===== config.mk =====
export PLATFORM = sky130hd
export DESIGN_NAME = ptw_walker
export DESIGN_NICKNAME = d
export VERILOG_FILES = /design/src/design/ptw_pkg.sv /design/src/design/ptw_walker.sv
export SDC_FILE = /design/constraint.sdc
export NUM_CORES = 1
export LEC_CHECK = 0
export BUFFER_PORTS_ARGS = -buffer_cell sky130_fd_sc_hd__clkbuf_2
export CORE_AREA = 2 2 202 204
export CTS_CLUSTER_DIAMETER = 40
export CTS_CLUSTER_SIZE = 20
export DETAILED_ROUTE_END_ITERATION = 7
export DIE_AREA = 0 0 204 206
export GPL_TIMING_DRIVEN = 1
export SETUP_SLACK_MARGIN = 0.4
export SYNTH_ARGS = -nofsm -noshare
export SYNTH_HDL_FRONTEND = slang
export SYNTH_SLANG_ARGS = --single-unit

===== constraint.sdc =====
create_clock -name clk_i -period 7.8 [get_ports clk_i]
set_input_delay 0.78 -clock clk_i [delete_from_list [all_inputs] [get_ports clk_i]]
set_output_delay 0.78 -clock clk_i [all_outputs]
set_load 0.01 [all_outputs]

===== src/design/ptw_pkg.sv =====
// ----------------------------------------------------------------------------
// ptw_pkg
// Shared constants, types and the register map of the page table walker.
// ----------------------------------------------------------------------------
`default_nettype none

package ptw_pkg;

  // Table window size in 64-bit words (512 .. 65536).
  localparam int TABLE_WORDS = 4096;
  localparam int WORD_AW     = $clog2(TABLE_WORDS);

  // Largest byte offset of a 4 KiB table that still fits in the window.
  localparam logic [55:0] MAX_TABLE_OFF = 56'(TABLE_WORDS * 8 - 4096);

  // Command codes.
  localparam logic CMD_WRITE     = 1'b0;
  localparam logic CMD_TRANSLATE = 1'b1;

  // Configuration register indexes.
  localparam logic [1:0] CFG_ROOT_TABLE  = 2'd0;
  localparam logic [1:0] CFG_WINDOW_BASE = 2'd1;
  localparam logic [1:0] CFG_USER_LOW    = 2'd2;
  localparam logic [1:0] CFG_USER_HIGH   = 2'd3;

  typedef enum logic [1:0] {
    ST_IDLE,
    ST_LVL1,
    ST_LVL0,
    ST_LEAF
  } walk_state_e;

  typedef struct packed {
    logic [55:0] root_table_address;
    logic [55:0] window_base;
    logic [38:0] user_low_bound;
    logic [39:0] user_high_bound;
  } cfg_t;

  typedef struct packed {
    logic               we;
    logic [WORD_AW-1:0] waddr;
    logic [63:0]        wdata;
    logic               re;
    logic [WORD_AW-1:0] raddr;
  } mem_req_t;

endpackage

`default_nettype wire


===== src/design/ptw_walker.sv =====
// ----------------------------------------------------------------------------
// ptw_walker
// Command sequencer: stores table words and walks the three table levels,
// one memory read per level, then checks the leaf and registers the result.
// ----------------------------------------------------------------------------
`default_nettype none

module ptw_walker (
  input  wire logic              clk_i,
  input  wire logic              rst_ni,
  input  wire ptw_pkg::cfg_t     cfg_i,
  input  wire logic              start_i,
  input  wire logic              command_i,
  input  wire logic [11:0]       word_index_i,
  input  wire logic [63:0]       word_data_i,
  input  wire logic [38:0]       virtual_address_i,
  input  wire logic [2:0]        required_rights_i,
  output ptw_pkg::mem_req_t      mem_req_o,
  input  wire logic [63:0]       mem_rdata_i,
  output logic                   busy_o,
  output logic                   done_o,
  output logic                   granted_o,
  output logic [55:0]            phys_addr_o
);
  import ptw_pkg::*;

  walk_state_e state_q, state_d;
  logic        fail_q, fail_d;
  logic [38:0] va_q, va_d;
  logic [2:0]  rights_q, rights_d;
  logic        done_q, done_d;
  logic        granted_q, granted_d;
  logic [55:0] pa_q, pa_d;

  logic               accept;
  logic               out_of_bounds;
  logic               index_in_range;
  logic               leaf_ok;
  logic [55:0]        tbl_addr;
  logic [8:0]         tbl_idx;
  logic [56:0]        tbl_diff;
  logic               win_ok;
  logic [WORD_AW-1:0] win_word;

  assign accept = start_i && (state_q == ST_IDLE);

  assign out_of_bounds = (virtual_address_i < cfg_i.user_low_bound) ||
                         ({1'b0, virtual_address_i} >= cfg_i.user_high_bound);
  assign index_in_range = (32'(word_index_i) < 32'(TABLE_WORDS));

  // The root comes from the register as written; lower levels take the
  // page-aligned address field of the entry just read.
  always_comb begin
    case (state_q)
      ST_LVL1: begin
        tbl_addr = {mem_rdata_i[55:12], 12'h000};
        tbl_idx  = va_q[29:21];
      end
      ST_LVL0: begin
        tbl_addr = {mem_rdata_i[55:12], 12'h000};
        tbl_idx  = va_q[20:12];
      end
      default: begin
        tbl_addr = cfg_i.root_table_address;
        tbl_idx  = virtual_address_i[38:30];
      end
    endcase
  end

  // The table must start at or above the window base and fit entirely in it;
  // then the word index cannot leave the memory.
  assign tbl_diff = {1'b0, tbl_addr} - {1'b0, cfg_i.window_base};
  assign win_ok   = !tbl_diff[56] && (tbl_diff[55:0] <= MAX_TABLE_OFF);
  assign win_word = WORD_AW'(tbl_diff[55:3]) + WORD_AW'(tbl_idx);

  assign leaf_ok = mem_rdata_i[0] && mem_rdata_i[4] &&
                   ((mem_rdata_i[3:1] & rights_q) == rights_q);

  always_comb begin
    state_d   = state_q;
    fail_d    = fail_q;
    va_d      = va_q;
    rights_d  = rights_q;
    done_d    = 1'b0;
    granted_d = 1'b0;
    pa_d      = '0;

    mem_req_o.we    = 1'b0;
    mem_req_o.waddr = WORD_AW'(word_index_i);
    mem_req_o.wdata = word_data_i;
    mem_req_o.re    = 1'b0;
    mem_req_o.raddr = win_word;

    unique case (state_q)
      ST_IDLE: begin
        if (accept) begin
          if (command_i == CMD_WRITE) begin
            mem_req_o.we = index_in_range;
            done_d       = 1'b1;
          end else begin
            mem_req_o.re = 1'b1;
            fail_d       = out_of_bounds || !win_ok;
            va_d         = virtual_address_i;
            rights_d     = required_rights_i;
            state_d      = ST_LVL1;
          end
        end
      end
      ST_LVL1: begin
        mem_req_o.re = 1'b1;
        fail_d       = fail_q || !mem_rdata_i[0] || !win_ok;
        state_d      = ST_LVL0;
      end
      ST_LVL0: begin
        mem_req_o.re = 1'b1;
        fail_d       = fail_q || !mem_rdata_i[0] || !win_ok;
        state_d      = ST_LEAF;
      end
      ST_LEAF: begin
        done_d    = 1'b1;
        granted_d = !fail_q && leaf_ok;
        if (granted_d) begin
          pa_d = {mem_rdata_i[55:12], va_q[11:0]};
        end
        state_d = ST_IDLE;
      end
      default: begin
        state_d = ST_IDLE;
      end
    endcase
  end

  always_ff @(posedge clk_i or negedge rst_ni) begin
    if (!rst_ni) begin
      state_q   <= ST_IDLE;
      fail_q    <= 1'b0;
      done_q    <= 1'b0;
      granted_q <= 1'b0;
    end else begin
      state_q   <= state_d;
      fail_q    <= fail_d;
      done_q    <= done_d;
      granted_q <= granted_d;
    end
  end

  always_ff @(posedge clk_i) begin
    va_q     <= va_d;
    rights_q <= rights_d;
    pa_q     <= pa_d;
  end

  assign busy_o      = (state_q != ST_IDLE);
  assign done_o      = done_q;
  assign granted_o   = granted_q;
  assign phys_addr_o = pa_q;

  a_done_when_idle : assert property (@(posedge clk_i) disable iff (!rst_ni)
    done_q |-> (state_q == ST_IDLE))
    else $error("result strobe while a walk is in progress");

  a_grant_with_strobe : assert property (@(posedge clk_i) disable iff (!rst_ni)
    granted_q |-> done_q)
    else $error("grant without result strobe");

  a_refused_zero : assert property (@(posedge clk_i) disable iff (!rst_ni)
    (done_q && !granted_q) |-> (pa_q == '0))
    else $error("refused result carries a nonzero address");

  a_leaf_answers : assert property (@(posedge clk_i) disable iff (!rst_ni)
    (state_q == ST_LEAF) |=> done_q)
    else $error("leaf check gave no result");

  a_walk_starts : assert property (@(posedge clk_i) disable iff (!rst_ni)
    (accept && command_i == CMD_TRANSLATE) |=> (state_q == ST_LVL1))
    else $error("translation accepted but walk did not start");

endmodule

`default_nettype wire


* Yosys cells after proc, flatten, opt, wreduce, memory -nomap -nowiden
Index checks and enable logic that the tools add are counted.
** Storage, ports and cells
- Register bits :: 94
- Bits of input ports :: 377
- Output and inout bits :: 149
- Logic and storage cells :: 56
** Operators by class
- Add/subtract/negate cells :: 2
- $lt $le $gt $ge :: 3
- Equality and inequality tests :: 6
- Muxes and demuxes :: 16
- Bitwise operators :: 1
- Reductions and logical operators :: 21
** Operators with widths (count)
- $sub A56 B56 Y57 :: 1
- $le A56 B15 Y1 const B :: 1
- $mux W56 :: 1
- $ge A39 B40 Y1 :: 1
- $lt A39 B39 Y1 :: 1
- $pmux W9 S2 :: 1
- $add A12 B9 Y12 :: 1
- $mux W1 :: 8
- $pmux W2 S4 :: 1
- $pmux W1 S2 :: 3
- $reduce_and A3 Y1 :: 2
- $logic_and A1 B1 Y1 :: 5
- $eq A2 B2 Y1 const B :: 2
- $logic_not A1 Y1 :: 4
- $logic_or A1 B1 Y1 :: 4
- $mux W2 :: 2
- $ne A2 B2 Y1 const B :: 2
- $reduce_and A2 Y1 :: 2
- $reduce_bool A2 Y1 :: 2
- $and A3 B3 Y3 :: 1
- $eq A3 B3 Y1 :: 1
- $eq A2 B1 Y1 const B :: 1
- $logic_not A2 Y1 :: 1
- $reduce_or A2 Y1 :: 1

* Depth between registers and ports, before layout
Gate-level depths: netlist of the first run.
- Word-level depth :: 11
- Gate-level depth with buffers :: 24
- Mapped depth without buffers :: 22

* Worst setup path before layout of the first run
No wires, ideal clock.
- Path type :: reg2out
- Start :: reg state_q[0]
- End :: out mem_req_o[11] (netlist bit)
- Arrival :: 4312 ps
- Data required time :: 7020 ps
- Slack :: 2708 ps
- Stages on the path, launching flop included :: 24
- Buffers on the path :: 2
- Cell sequence :: dfrtp_1 inv_1 ha_1 clkbuf_1 clkbuf_1 nand2b_1 inv_1 ha_1 nor2b_1 o31a_1 o21a_1 nor2_1 xnor2_1 ha_1 a21oi_1 o21ai_1 a21oi_1 nor2b_1 o21a_1 o21ai_0 nand2b_1 a21oi_1 nor2_1 xor2_1
** RTL lines
- start: declaration :: RTL line ptw_walker.sv:27 : walk_state_e state_q, state_d;
- start signal: assignment :: RTL line ptw_walker.sv:140 : state_q <= state_d;
- end: declaration :: RTL line ptw_walker.sv:18 : output ptw_pkg::mem_req_t mem_req_o,

==> impl_metrics.tcl, run 1 <==
set metrics [dict create \
    holdWs_ns 0.215 \
    p_clk_share_pct 9.8 \
    io_buffers 358 \
    final_nets 2101 \
    cp.required_ns 7.02 \
    synth_top_area_share_pct 17.5 \
    die_x_um 204 \
    cap_violations 0 \
    setup_viol 0 \
    cts_resized 0 \
    postRouteAntennaNets 0 \
    yosys.area.top_type "ha_1" \
    arrival_ns 5.33 \
    internal_power_w 0.00233 \
    placed_cells 2097 \
    synth.ff_latch_count 94 \
    start_util_pct 26.0 \
    period_minus_slack_ns 6.11 \
    worst_setup_path_start_kind "flop" \
    grt_remaining_overflow 0 \
    areaGrowthSynthToFinish_pct 19.8 \
    switchingPower_w 0.00264 \
    share_comb_of_total_power_pct 79.2 \
    synth-warning-count 0 \
    grt_usage_pct 18.9 \
    cts_tree "built" \
    tns_ns 0 \
    synth_edf_count 33 \
    cpMostUsedCell "a21oi_1" \
    synth_most_common_cell "inv_1" \
    synthCells 1322 \
    yosysSeqAreaShare_pct 21.4 \
    routedWlPerCell_um 19.3 \
    synth_flop_cell "dfxtp_1" \
    ys_types 76 \
    crit_path_cell_trace "inv_1 -> ha_4 -> nand2b_1 -> inv_1 -> ha_1 -> nor2b_1 -> o31a_1 -> o21a_1 -> nor2_1 -> xnor2_1 -> ha_1 -> a21oi_1 -> o21ai_1 -> a21oi_1 -> nor2b_1 -> o21a_1 -> o21ai_0 -> nand2b_1 -> a21oi_1 -> nor2_1 -> xor2_1 -> clkbuf_2" \
    first_global_vias 10105 \
    synth.area.top_cells "ha_1 17%, dfxtp_1 11%, edfxtp_1 9.5%" \
    syn_area_um2 10500 \
    ys_top_cells_by_count "161 x inv_1, 146 x ha_1, 110 x a21oi_1" \
    swShare_pct 53.1 \
    hold_buffers 0 \
    clock_skew_ns 0.0141 \
    die_h_um 206 \
    dp_hpwl_um 35200 \
    fillerInstances 4338 \
    finalMaxSlewViolations 0 \
    rows 74 \
    layout-drive-gt1-share_pct 27.4 \
    cts_setup_buffers 0 \
    antenna_found_initial 1 \
    power.density_nw_per_um2 397 \
    cpPeakStageDelay_ns 0.71 \
    status "complete, no violations" \
    core_area_um2 40200 \
    ir_drop_mv 0.187 \
    min_path_type "in2async" \
    grt_pass1_wl_um 59600 \
    htreeDepth 3 \
    slew_headroom_pct 54.0 \
    layout_worst_path_cycle_share_pct 78.4 \
    max_freq_mhz 164 \
    place.gp.congestion 0.901 \
    worstSetupEndpointType "output port" \
    seqPwrFrac_pct 10.9 \
    drt_wl_total_um 40800 \
    final_hold_viol_count 0 \
    worst_pin_slew_ns 0.690 \
    vias 10383 \
    via_per_inst 4.91 \
    clk_latency_ns 0.40 \
    fin_cells 2114 \
    path_class "reg2out" \
    cts_made_buffers 9 \
    synth_area_per_cell_um2 7.91 \
    drcViolationCount 0 \
    clk_pin_slew_ns 0.09 \
    rsz0062_at_grt "false" \
    first_pass_iters 7 \
    clkSinkCount 94 \
    syn-num-nets 1847 \
    leakage_nw 6.28 \
    critPathSlowestCell "ha_4" \
    clk_root_buffer_cell "clkbuf_16" \
    grt_max_degree 50 \
    pin_count 526 \
    die_area_um2 42000 \
    critPathMaxFanout 49 \
    dr.first_iter.drc_count 605 \
    clockBufferDepth 2 \
    async_flop_share_pct 5.32 \
]
metrics by stage:
step           area (um2)  power (W)  util [%]  worst slack, ns
2_1_floorplan       10500    0.00331         -             2.71
3_3_place_gp        12200    0.00445      30.4             2.02
3_5_place_dp        12200    0.00448      30.4             1.97
4_1_cts             12500    0.00500      31.2             1.63
5_1_grt             12500    0.00545      31.2             1.24
6_report            12500    0.00498      31.2             1.69
cell families after synthesis:
group,count (synthesis),synth area share [%]
flip-flops,94,21.4
AND/OR/NAND/NOR,378,18.7
buffers and inverters,280,12.9
AO/OA/AOI/OAI,330,20.3
adder cells (fa/ha/maj),148,17.9
XOR/XNOR,43,3.60
multiplexers,49,5.25
metal layers:
layer / vias up / wire [um] / track usage (%)
li1: 5101 / - / -
met1: 4816 / 17000 / 22.7
met2: 394 / 19700 / 32.8
met3: 72 / 2800 / 4.23
met4: 0 / 1330 / 7.43
met5: - / 0 / 0
path summary, 6_finish.rpt:
kind | startpoint | endpoint | slack [ns] | cells after the start
min in group clk_i | va_q[8] | phys_addr_o[8] | 0.45 | 1
min reg2reg | va_q[8] | phys_addr_o[8] | 0.45 | 1
max reg2reg | state_q[1] | fail_q | 2.10 | 16
max in group asynchronous | rst_ni | done_o | 7.39 | 1
max | state_q[1] | mem_req_o[11] | 1.69 | 22
min | rst_ni | state_q[1] | 0.22 | 1
critical path: cells and delay by family, from the launching register on:
| family | cells | cell delay, ns |
|---|---|---|
| xor+xnor | 2 | 0.44 |
| fa+ha+maj | 3 | 1.30 |
| compound gates | 8 | 1.67 |
| simple gates | 6 | 0.74 |
| flops | 1 | 0.39 |
| buf+inv | 3 | 0.34 |
placed cells by master, fill, tap and decap left out, types with 5 or more instances in the layout:
master       n
nor2_1      74
clkbuf_16    9
clkbuf_2   358
and3_1       7
or3_1       10
nand3_1     20
nor3_1      18
a21oi_1    110
a22oi_1     11
xor2_1      16
nand2_1     89
o31ai_1      7
o22ai_1      6
xnor2_1     27
nand2b_1    12
o21a_1      17
o21ai_1     11
a21o_1      23
o2111ai_1    6
and4_1       6
inv_1      161
o211ai_1    11
nand4_1     31
dfrtp_1      5
o21ai_0     53
nor4_1      10
o21bai_1     9
edfxtp_1    33
ha_1       145
dfxtp_1     56
a31oi_1      6
and2_1      63
nor2b_1     22
o221ai_1     5
a211oi_1    15
mux2_2      46
power groups by stage:
stage / combinational [W] / clock [W] / sequential [W]
5_1_grt: 0.00437 / 0.000526 / 0.000547
3_3_place_gp: 0.00389 / 0 / 0.000554
3_5_place_dp: 0.00392 / 0 / 0.000555
6_report: 0.00394 / 0.000490 / 0.000544
4_1_cts: 0.00394 / 0.000516 / 0.000544
2_1_floorplan: 0.00276 / 0 / 0.000554
registers in the layout (all words and copies together) (netlist names):
signal / flops
done_o: 1
granted_o: 1
fail_q: 1
state_q: 2
rights_q: 3
va_q: 30
phys_addr_o: 56
layout make-up:
type	instances	area, um2	area share [%]
Antenna cell	1	2.50	0.0200
Clock inverter	7	81.3	0.649
Inverter	161	604	4.82
Timing Repair Buffer	362	1820	14.5
Sequential cell	94	2240	17.9
Tap cell	532	666	5.31
Clock buffer	9	225	1.80
Multi-Input combinational cell	948	6890	55.0
Power figures use the tool's default switching activity.
==> run 2: changes to the inputs <==
--- a/config.mk
+++ b/config.mk
@@ -5,12 +5,13 @@
 export SDC_FILE = /design/constraint.sdc
 export NUM_CORES = 1
 export LEC_CHECK = 0
+export ABC_AREA = 1
 export BUFFER_PORTS_ARGS = -buffer_cell sky130_fd_sc_hd__clkbuf_2
-export CORE_AREA = 2 2 202 204
+export CORE_AREA = 2 2 204 206
 export CTS_CLUSTER_DIAMETER = 40
 export CTS_CLUSTER_SIZE = 20
 export DETAILED_ROUTE_END_ITERATION = 7
-export DIE_AREA = 0 0 204 206
+export DIE_AREA = 0 0 206 208
 export GPL_TIMING_DRIVEN = 1
 export SETUP_SLACK_MARGIN = 0.4
 export SYNTH_ARGS = -nofsm -noshare
==> constraint.sdc (replaced) <==
create_clock -name clk_i -period 5 [get_ports clk_i]
set_input_delay 0.5 -clock clk_i [delete_from_list [all_inputs] [get_ports clk_i]]
set_output_delay 0.5 -clock clk_i [all_outputs]
set_load 0.01 [all_outputs]
==> run 2 against run 1 <==
  * Final cell count increased by 36%
  * Worst hold slack improved by 0.086 ns
  * Total power is 100% higher
  * Cell area increased by 16%
  * Sequential share of layout area is 2.5 points lower
  * Global-route usage grew 1.8 points
  * Wire length up 11%
  * Clock skew shrank 0.0030 ns
  * Via count grew 26%
  * Setup slack got worse by 1.1 ns
  * Count of clock-buffer cells in the layout unchanged
  * Critical path type unchanged
  * Critical endpoint is now mem_req_o[10]
  * Largest power group unchanged
==> impl_metrics.tcl, run 2 <==
set metrics [dict create \
    async_flop_share_pct 5.32 \
    leakage_nw 8.82 \
    synth_edf_count 33 \
    final_hold_viol_count 0 \
    path_class "reg2out" \
    p_clk_share_pct 7.0 \
    areaGrowthSynthToFinish_pct 21.6 \
    cp.required_ns 4.50 \
    clkSinkCount 94 \
    critPathMaxFanout 7 \
    finalMaxSlewViolations 0 \
    tns_ns 0 \
    synth_flop_cell "dfxtp_1" \
    die_area_um2 42800 \
    clk_root_buffer_cell "clkbuf_16" \
    dp_hpwl_um 39700 \
    worst_setup_path_start_kind "flop" \
    swShare_pct 58.7 \
    grt_pass1_wl_um 67700 \
    dr.first_iter.drc_count 730 \
    reg2reg_slack_ns 0.69 \
    rsz0062_at_grt "true" \
    post-place-ws_ns 0.170 \
    ys_top_cells_by_count "558 x nand2_1, 493 x inv_1, 185 x nor2_1" \
    layout_setup_ws_ns 0.539 \
    internal_power_w 0.00417 \
    layout_common_cells "542 x nand2_1, 485 x inv_1, 356 x clkbuf_2" \
    largest_register_ffs 56 \
    cap_violations 0 \
    layout_commonest_cell "nand2_1" \
    yosysSeqAreaShare_pct 18.7 \
    max_freq_mhz 224 \
    routedWlPerCell_um 15.7 \
    synth_top_area_share_pct 17.5 \
    status "complete, no violations" \
    power.density_nw_per_um2 691 \
    layout_worst_path_cycle_share_pct 89.2 \
    ir_drop_mv 0.332 \
    worstSetupEndpointType "output port" \
    synth.area.top_cells "nand2_1 17%, inv_1 15%, ha_1 15%" \
    clockBufferDepth 2 \
    drcViolationCount 0 \
    clock_skew_ns 0.0111 \
    start_util_pct 29.6 \
    clk_pin_slew_ns 0.07 \
    slew_headroom_pct 51.9 \
    final_nets 2847 \
    grt_usage_pct 20.8 \
    cpMostUsedCell "a21oi_2" \
    synth_area_per_cell_um2 5.93 \
    min_path_type "in2reg" \
    worst-path-buf-inv 6 \
    pin_count 526 \
    grt_use_met1_pct 25.7 \
    share_comb_of_total_power_pct 84.6 \
    drt_wl_total_um 45100 \
    setup_viol 0 \
    grtUsageMet2_pct 34.4 \
    io_buffers 358 \
    synthCells 2023 \
    switchingPower_w 0.00591 \
    cts_tree "built" \
    antenna_found_initial 10 \
    htreeDepth 3 \
    synth_most_common_cell "nand2_1" \
    layout-drive-gt1-share_pct 22.4 \
    grt_use_met3_pct 5.70 \
    die_x_um 206 \
    synth.ff_latch_count 94 \
    first_global_vias 12753 \
    busiest_layer "met2" \
    die_h_um 208 \
    worst_pin_slew_ns 0.722 \
    cpPeakStageDelay_ns 0.37 \
    yosys.area.top_type "nand2_1" \
    cts_made_buffers 9 \
    grt_max_degree 102 \
    synth-warning-count 0 \
    core_area_um2 40600 \
    period_minus_slack_ns 4.46 \
    syn-num-nets 2548 \
    rows 74 \
    first_pass_iters 5 \
    arrival_ns 3.96 \
    vias 13130 \
    critPathSlowestCell "dfrtp_1" \
    grt_remaining_overflow 0 \
    ys_types 45 \
    place.gp.congestion 0.952 \
    via_per_inst 4.58 \
    postRouteAntennaNets 0 \
    holdWs_ns 0.301 \
    clk_latency_ns 0.38 \
    syn_area_um2 12000 \
    crit_family "compound AO/OA/AOI/OAI gates" \
    seqPwrFrac_pct 8.4 \
]
[run 2: worst paths after layout]
path                                 startpoint             end  cells past startpoint
hold / removal             required_rights_i[0]     rights_q[0]                      1
max in group asynchronous                rst_ni          fail_q                      2
setup reg to reg                     state_q[0]          fail_q                     23
min in group asynchronous                rst_ni       granted_o                      2
hold reg to reg                         va_q[9]  phys_addr_o[9]                      2
setup / recovery                     state_q[0]   mem_req_o[10]                     25
[run 2: per-layer routing]
layer / wire length [um] / part of all wire [%] / vias up
met5: 54 / 0.12 / -
met4: 1310 / 2.9 / 8
met3: 3390 / 7.5 / 73
met2: 20800 / 46 / 469
met1: 19600 / 43 / 5841
li1: - / - / 6739
[run 2: metrics by stage]
| step | total power [W] | instance area [um2] | std cells | util, % |
|---|---|---|---|---|
| 2_1_floorplan | 0.00619 | 12000 | 2023 | - |
| 3_3_place_gp | 0.00860 | 13900 | 2822 | 34.2 |
| 3_5_place_dp | 0.00866 | 13900 | 2822 | 34.2 |
| 4_1_cts | 0.00968 | 14300 | 2845 | 35.3 |
| 5_1_grt | 0.0111 | 14600 | 2862 | 35.9 |
| 6_report | 0.0101 | 14600 | 2866 | 35.9 |
[run 2: logic make-up (layout without fill, tap and decap cells)]
logic type               count (synthesis)  count (layout)  share of synthesized area [%]
adder cells (fa/ha/maj)                148             148                           15.6
buffers and inverters                  604             908                           21.3
XOR/XNOR                                10              10                          0.731
other                                    0               7                              0
AND/OR/NAND/NOR                        949             949                           33.8
AO/OA/AOI/OAI                          218             218                           9.99
flip-flops                              94              94                           18.7
[run 2: area by class of cell]
type | count | area, um2
Antenna cell | 7 | 17.5
Clock buffer | 9 | 225
Clock inverter | 7 | 62.6
Fill cell | 4604 | 26000
Inverter | 507 | 1910
Multi-Input combinational cell | 1325 | 7440
Sequential cell | 94 | 2240
Tap cell | 532 | 666
Timing Repair Buffer | 385 | 2020
[run 2: power groups by stage]
stage	Sequential [W]	Combinational, W	Clock [W]
5_1_grt	0.000852	0.00949	0.000760
3_3_place_gp	0.000867	0.00773	0
2_1_floorplan	0.000866	0.00533	0
3_5_place_dp	0.000869	0.00779	0
4_1_cts	0.000849	0.00810	0.000737
6_report	0.000849	0.00852	0.000707
[run 2: repair_timing]
action                                 CTS  global route
hold buffers                             1             0
gates resized for setup                 26            43
setup endpoints to repair                4             4
pin swaps                                8            26
endpoints found under the hold margin    5             0
buffers inserted                         6            14
